==> src/hw/rtl/qrv_pkg.sv <==
`default_nettype none
package qrv_pkg;
  localparam int VEC_WIDTH_DEF  = 24;
  localparam int QUAT_WIDTH_DEF = 16;
  localparam int NUM_AXES       = 3;
  localparam int NUM_QUAT       = 4;
  localparam int NUM_MAT        = NUM_AXES * NUM_AXES;
endpackage
`default_nettype wire

==> src/hw/rtl/qrv_div_stage.sv <==
`default_nettype none
// One restoring-division step per axis: resolves quotient bit STEP.
module qrv_div_stage #(
  parameter int VEC_WIDTH  = qrv_pkg::VEC_WIDTH_DEF,
  parameter int QUAT_WIDTH = qrv_pkg::QUAT_WIDTH_DEF,
  parameter int STEP       = 0
) (
  input  wire logic                                  clk,
  input  wire logic                                  rst_n,
  input  wire logic                                  en,
  input  wire logic                                  in_valid,
  input  wire logic [2*QUAT_WIDTH+VEC_WIDTH+5:0]     rem_i [qrv_pkg::NUM_AXES],
  input  wire logic [VEC_WIDTH+1:0]                  quo_i [qrv_pkg::NUM_AXES],
  input  wire logic [qrv_pkg::NUM_AXES-1:0]          neg_i,
  input  wire logic [2*QUAT_WIDTH+1:0]               den_i,
  input  wire logic                                  zero_i,
  input  wire logic signed [VEC_WIDTH-1:0]           vec_i [qrv_pkg::NUM_AXES],
  output logic                                       out_valid,
  output logic [2*QUAT_WIDTH+VEC_WIDTH+5:0]          rem_o [qrv_pkg::NUM_AXES],
  output logic [VEC_WIDTH+1:0]                       quo_o [qrv_pkg::NUM_AXES],
  output logic [qrv_pkg::NUM_AXES-1:0]               neg_o,
  output logic [2*QUAT_WIDTH+1:0]                    den_o,
  output logic                                       zero_o,
  output logic signed [VEC_WIDTH-1:0]                vec_o [qrv_pkg::NUM_AXES]
);
  import qrv_pkg::*;

  localparam int RW = 2 * QUAT_WIDTH + VEC_WIDTH + 6;
  localparam int QB = VEC_WIDTH + 2;

  logic [RW-1:0]               dsh;
  logic [NUM_AXES-1:0]         ge;
  logic [RW-1:0]               rem_nxt [NUM_AXES];
  logic [QB-1:0]               quo_nxt [NUM_AXES];
  logic [RW-1:0]               rem_r   [NUM_AXES];
  logic [QB-1:0]               quo_r   [NUM_AXES];
  logic [NUM_AXES-1:0]         neg_r;
  logic [2*QUAT_WIDTH+1:0]     den_r;
  logic                        zero_r;
  logic signed [VEC_WIDTH-1:0] vec_r   [NUM_AXES];
  logic                        vld_r;

  assign dsh = RW'(den_i) << STEP;

  always_comb begin
    for (int c = 0; c < NUM_AXES; c++) begin
      ge[c]            = (rem_i[c] >= dsh);
      rem_nxt[c]       = ge[c] ? (rem_i[c] - dsh) : rem_i[c];
      quo_nxt[c]       = quo_i[c];
      quo_nxt[c][STEP] = ge[c];
    end
  end

  always_ff @(posedge clk) begin
    if (!rst_n) begin
      vld_r <= 1'b0;
    end else if (en) begin
      vld_r <= in_valid;
    end
  end

  always_ff @(posedge clk) begin
    if (en) begin
      rem_r  <= rem_nxt;
      quo_r  <= quo_nxt;
      neg_r  <= neg_i;
      den_r  <= den_i;
      zero_r <= zero_i;
      vec_r  <= vec_i;
    end
  end

  assign out_valid = vld_r;
  assign rem_o     = rem_r;
  assign quo_o     = quo_r;
  assign neg_o     = neg_r;
  assign den_o     = den_r;
  assign zero_o    = zero_r;
  assign vec_o     = vec_r;
endmodule
`default_nettype wire

==> config.mk <==
export PLATFORM = sky130hd
export DESIGN_NAME = qrv_div_stage
export DESIGN_NICKNAME = d
export VERILOG_FILES = /design/src/hw/rtl/qrv_pkg.sv /design/src/hw/rtl/qrv_div_stage.sv
export SDC_FILE = /design/constraint.sdc
export NUM_CORES = 1
export LEC_CHECK = 0
export ABC_AREA = 1
export BUFFER_PORTS_ARGS = -buffer_cell sky130_fd_sc_hd__buf_2
export CAP_MARGIN = 30
export CORE_AREA = 4 4 290 292
export CTS_CLUSTER_DIAMETER = 50
export CTS_CLUSTER_SIZE = 14
export DETAILED_ROUTE_END_ITERATION = 10
export DIE_AREA = 0 0 294 296
export PLACE_DENSITY = 0.5
export SLEW_MARGIN = 20
export SYNTH_ARGS = -nofsm -noshare
export SYNTH_HDL_FRONTEND = slang
export SYNTH_SLANG_ARGS = --single-unit
==> constraint.sdc <==
create_clock -name clk -period 3 [get_ports clk]
set_input_delay 0.15 -clock clk [delete_from_list [all_inputs] [get_ports clk]]
set_output_delay 0.15 -clock clk [all_outputs]
set_load 0.01 [all_outputs]
==> metrics.csv, run 1 <==
metric,value,unit
status,completed,
whs_path_depth,3,
start_kind,input pin,
grt_usage,27.4,%
ys_seq_elements,375,
route.detailed.drc,0,
overflow,0,
area_delta_synth_final,43.2,%
drt_iter0_markers,1847,
hold_class,input pin to flip-flop,
vias,26399,
grt_first_pass_wirelength,174000,um
postRouteAntennaNets,0,
antenna_found_initial,11,
fin_skew,0,ns
die_area,0.0870,mm^2
viasPerCell,4.62,
synthDistinctLibCells,32,
die_x,294,um
core-area,0.0816,mm^2
rr_endpoint,out_valid,
holdPathEnd,rem_o[21],
finalCritPeriodShare,90.6,%
wl_per_cell,21.8,um
r2r-start,out_valid,
finalMaxSlewViolations,0,
cts_tree,built,
final_common_cell,nand2_1,
reg2reg_depth,3,
synthArstFlopShare,0,%
cts.htree.levels,2,
yosysSeqAreaShare,44.6,%
slew_headroom,58.1,%
ys.flop_type,edfxtp_1,
critPathTopFamily,simple AND/OR/NAND/NOR gates,
fillers,8340,
critPathMostFrequentCell,nand2_1,
fin_area,0.0361,mm^2
synth_area,0.0252,mm^2
drt_wl_total,124000,um
clkTransAtPathRegs,0.06,ns
place_area,0.0306,mm^2
synth-edff-count,374,
cp.arrival,3.07,ns
hpwl,104000,um
tns,0,ns
min_from,rem_i[21],
cellPowerDensity,483,mW/mm^2
nets,5070,
cap_violations,0,
criticalPathCategory,input pin to flip-flop,
grt_pass1_vias,25982,
max_stage_delay,0.56,ns
grt_max_degree,93,
power_leakage,17.3,nW
gp_congestion,0.968,
worst_pin_slew,0.622,ns
critPathMaxFanout,39,
min_period,2.72,ns
hold_viol,0,
die_h,296,um
port_buffers,749,
fmax,368,MHz
crit_chain,dlygate4sd3_1 -> buf_2 -> inv_1 -> ha_1 -> nand2_1 -> nor2_1 -> nand2_1 -> nor2_1 -> nand2_1 -> nand2_1 -> nand2_2 -> nand2_2 -> inv_2 -> buf_12 -> nand2_1 -> nand2_1,
critPathSlowestCell,dlygate4sd3_1,
clk_latency,0.62,ns
drtPass1Iterations,6,
avgSynthCellArea,7.43,um^2
ff2ff_setup_slack,1.76,ns
initial_core_util,30.9,%
yosys_warnings,0,
syn_nets,3878,
mostFrequentLayoutCells,"nand2_1 (1294), buf_2 (748), inv_1 (580)",
layout-drive-gt1-share,22.0,%
vdd_drop_max,399,uV
crit_buf_inv,5,
pin_count,753,
worstPathRequired,3.35,ns
setup_viol,0,
clock_path_buffers,3,
cts-root-buf,clkbuf_16,
syn_inst,3395,
cts_made_buffers,53,
cts.repair.resized,0,
crit_path_end_kind,flip-flop,
grt_setup_unrepaired,false,
clock-sinks,375,
rows,105,
[through the flow]
step | utilization, % | setup WS, ns | hold WS, ns | power [mW] | std cells
CTS | 44.2 | 0.257 | 0.000508 | 17.6 | 5700
floorplan | - | 0.811 | 0.243 | 8.61 | 3395
finish | 44.3 | 0.282 | 0.0278 | 17.5 | 5708
detailed placement | 37.5 | 0.154 | 0.328 | 10.7 | 5233
global placement | 37.5 | 0.192 | 0.326 | 10.7 | 5233
global route | 44.3 | 0.0634 | 0.0252 | 18.2 | 5705
[worst reg2reg max path, stage by stage, from the launching register on]
cell	delay, ns
dfxtp_1	0.31
o21ai_0	0.18
a21oi_1	0.06
dlygate4sd3_1	0.58
[per-layer routing]
| metal | GRT usage, % | wire length, um |
|---|---|---|
| met1 | 32.9 | 50100 |
| met2 | 49.6 | 61900 |
| met3 | 4.42 | 7460 |
| met4 | 9.64 | 4820 |
| met5 | 0 | 13 |
[power by group]
| part | switching [mW] | internal (mW) | total [mW] | leakage [nW] |
|---|---|---|---|---|
| Combinational | 2.77 | 1.63 | 4.39 | 12.8 |
| Clock | 2.80 | 3.65 | 6.45 | 0.873 |
| Sequential | 0.186 | 6.42 | 6.61 | 3.67 |
| Total | 5.75 | 11.7 | 17.5 | 17.3 |
[flip-flops by register name, summed over array words and instances (netlist names)]
register and count:
rem_o 186, out_valid 1, neg_o 3, vec_o 72, den_o 34, quo_o 78
zero_o 1
[synth_stat cells, types with 4 or more instances]
cell	number	area (um^2)
a21oi_1	93	465
a21oi_2	74	648
and2_1	4	25.0
buf_2	11	55.1
buf_6	16	180
edfxtp_1	374	11200
ha_1	102	1280
inv_1	580	2180
inv_2	9	33.8
nand2_1	1294	4860
nand2_2	16	100
nand3_1	166	831
nand3b_1	13	97.6
nand4_1	30	188
nor2_1	362	1360
nor2_2	12	75.1
nor3_1	29	145
nor4_1	5	31.3
o21ai_0	43	215
o21ai_1	48	240
o21bai_1	12	90.1
or2_2	10	62.6
xnor2_1	63	552
xor2_1	13	114
[area by class of cell]
class / instances / area (um^2) / area share [%]
clock buffer: 57 / 1340 / 3.71
inverter: 590 / 2210 / 6.13
clock inverter: 41 / 493 / 1.37
timing repair buffer: 1167 / 7950 / 22.0
tap: 1070 / 1340 / 3.71
multi-input combinational: 2400 / 11500 / 31.9
sequential: 375 / 11300 / 31.2
antenna: 8 / 20.0 / 0.0554
[how the worst max path moves through the flow]
stage / start / endpoint / slack [ns] / cells past startpoint
after floorplan: rem_i[62] / rem_o[70] / 0.81 / 17
after global placement: den_i[0] / rem_o[119] / 0.19 / 18
after detailed placement: den_i[0] / rem_o[99] / 0.15 / 18
after CTS: den_i[32] / rem_o[127] / 0.26 / 15
after global routing: den_i[32] / rem_o[157] / 0.06 / 16
final: den_i[27] / rem_o[157] / 0.28 / 16
[timing repair]
action | in CTS | in global routing
hold buffers | 369 | 0
hold endpoints to repair | 408 | 0
setup buffers | 0 | 0
[kinds of logic after synthesis]
kind of cell | count (synthesis) | share of synthesized area [%]
buffers and inverters | 620 | 9.76
DFF | 375 | 44.6
and+or+nand+nor | 1946 | 31.0
xor gates and xnor gates | 76 | 2.64
adders and majority gates | 105 | 5.30
AOI/OAI and AO/OA | 273 | 6.68
Note: power is estimated with default switching activity, not from simulation.
==> run 2, diff against run 1 <==
- PLACE_DENSITY: 0.5 -> unset
- PLACE_DENSITY_LB_ADDON: unset -> 0.2
==> metrics.csv, run 2 (synthesis gave the netlist of run 1 again) <==
metric,value,unit
fmax,356,MHz
worst_pin_slew,0.597,ns
setup_viol,0,
regArea,0.0113,mm^2
largest_register_ffs,186,
hpwl,104000,um
cp.arrival,3.21,ns
finalCritPeriodShare,93.8,%
grt_usage,27.2,%
fillers,8193,
die_x,294,um
fin_ws,0.187,ns
grt_max_degree,92,
die_area,0.0870,mm^2
wl_per_cell,21.8,um
grt_setup_unrepaired,false,
criticalPathCategory,input pin to flip-flop,
cts.repair.resized,0,
route.detailed.drc,0,
pin_count,753,
clkTransAtPathRegs,0.06,ns
min_period,2.81,ns
worstPathRequired,3.39,ns
post-place-ws,0.128,ns
status,completed,
tns,0,ns
drt_iter0_markers,1714,
drt_wl_total,124000,um
cts-root-buf,clkbuf_16,
fin_skew,0,ns
die_h,296,um
grt_first_pass_wirelength,173000,um
start_kind,input pin,
initial_core_util,30.9,%
viasPerCell,4.62,
drtPass1Iterations,6,
hold_viol,0,
clk_latency,0.65,ns
core-area,0.0816,mm^2
slew_headroom,59.8,%
clock_path_buffers,3,
cellPowerDensity,490,mW/mm^2
area_delta_synth_final,43.5,%
overflow,0,
multi_input_area,0.0115,mm^2
layout-drive-gt1-share,22.0,%
mostFrequentLayoutCells,"nand2_1 (1294), buf_2 (748), inv_1 (580)",
vdd_drop_max,422,uV
vias,26400,
port_buffers,749,
rows,105,
cts.htree.levels,2,
gp_congestion,0.975,
nets,5067,
clock-sinks,375,
cap_violations,0,
crit_path_end_kind,flip-flop,
final_common_cell,nand2_1,
power_leakage,17.3,nW
cts_setup_buffers,0,
final_core_util,44.4,%
antenna_found_initial,8,
cts_tree,built,
critPathMaxFanout,25,
postRouteAntennaNets,0,
grt_pass1_vias,25699,
cts_made_buffers,57,
finalMaxSlewViolations,0,
hold_class,input pin to flip-flop,
-- run 2: routing by layer --
layer	global-route usage (%)	vias to the layer above	share of wire, %
li1	-	13147	-
met1	32.9	12159	41
met2	49.1	905	50
met3	4.83	183	6.1
met4	9.13	6	3.6
met5	0	-	0.029
-- run 2: layout make-up --
| type | instances | area share [%] |
|---|---|---|
| inverters | 590 | 6.12 |
| well taps | 1070 | 3.70 |
| flip-flops and latches | 375 | 31.1 |
| diodes | 7 | 0.0484 |
| multi-input cells | 2400 | 31.8 |
| repair buffers | 1160 | 21.9 |
| clock buffers | 61 | 3.98 |
| clock inverters | 47 | 1.41 |
-- run 2: stage by stage --
step | total power, mW | hold slack (ns) | area (um^2) | std cells
3_3_place_gp | 10.7 | 0.327 | 30500 | 5222
4_1_cts | 17.9 | 0.0523 | 36200 | 5703
2_1_floorplan | 8.61 | 0.243 | 25200 | 3395
6_report | 17.7 | 0.121 | 36200 | 5710
3_5_place_dp | 10.7 | 0.328 | 30500 | 5222
5_1_grt | 18.5 | 0.0488 | 36200 | 5706
-- run 2: final timing paths --
| path | start | end | slack [ns] | cells past startpoint |
|---|---|---|---|---|
| worst max-delay path | den_i[21] | rem_o[53] | 0.19 | 17 |
| worst min-delay path | rem_i[96] | rem_o[96] | 0.12 | 4 |
| worst max register to register | out_valid | out_valid | 1.69 | 3 |
| worst min register to register | out_valid | out_valid | 1.20 | 3 |
-- run 2: timing repair --
action,in CTS,in global routing
hold buffers,373,0
hold endpoints to repair,403,0
endpoints found under the setup margin,0,0
-- run 2: critical path: stages --
cell and delay, ns:
dlygate4sd3_1 0.55, buf_2 0.13, inv_1 0.32, buf_4 0.20, ha_1 0.27, nand2_1 0.13, inv_1 0.05, a21oi_1 0.27
nand2_1 0.15, a21oi_1 0.18, nand2_2 0.12, nand2_2 0.08, nand2_2 0.06, inv_2 0.10, buf_12 0.21, buf_4 0.18
a21oi_2 0.04
-- run 2: power breakdown --
| part | leakage, nW | internal (mW) | switching [mW] |
|---|---|---|---|
| Clock | 0.922 | 3.81 | 2.90 |
| Sequential | 3.67 | 6.43 | 0.195 |
| Combinational | 12.7 | 1.62 | 2.77 |
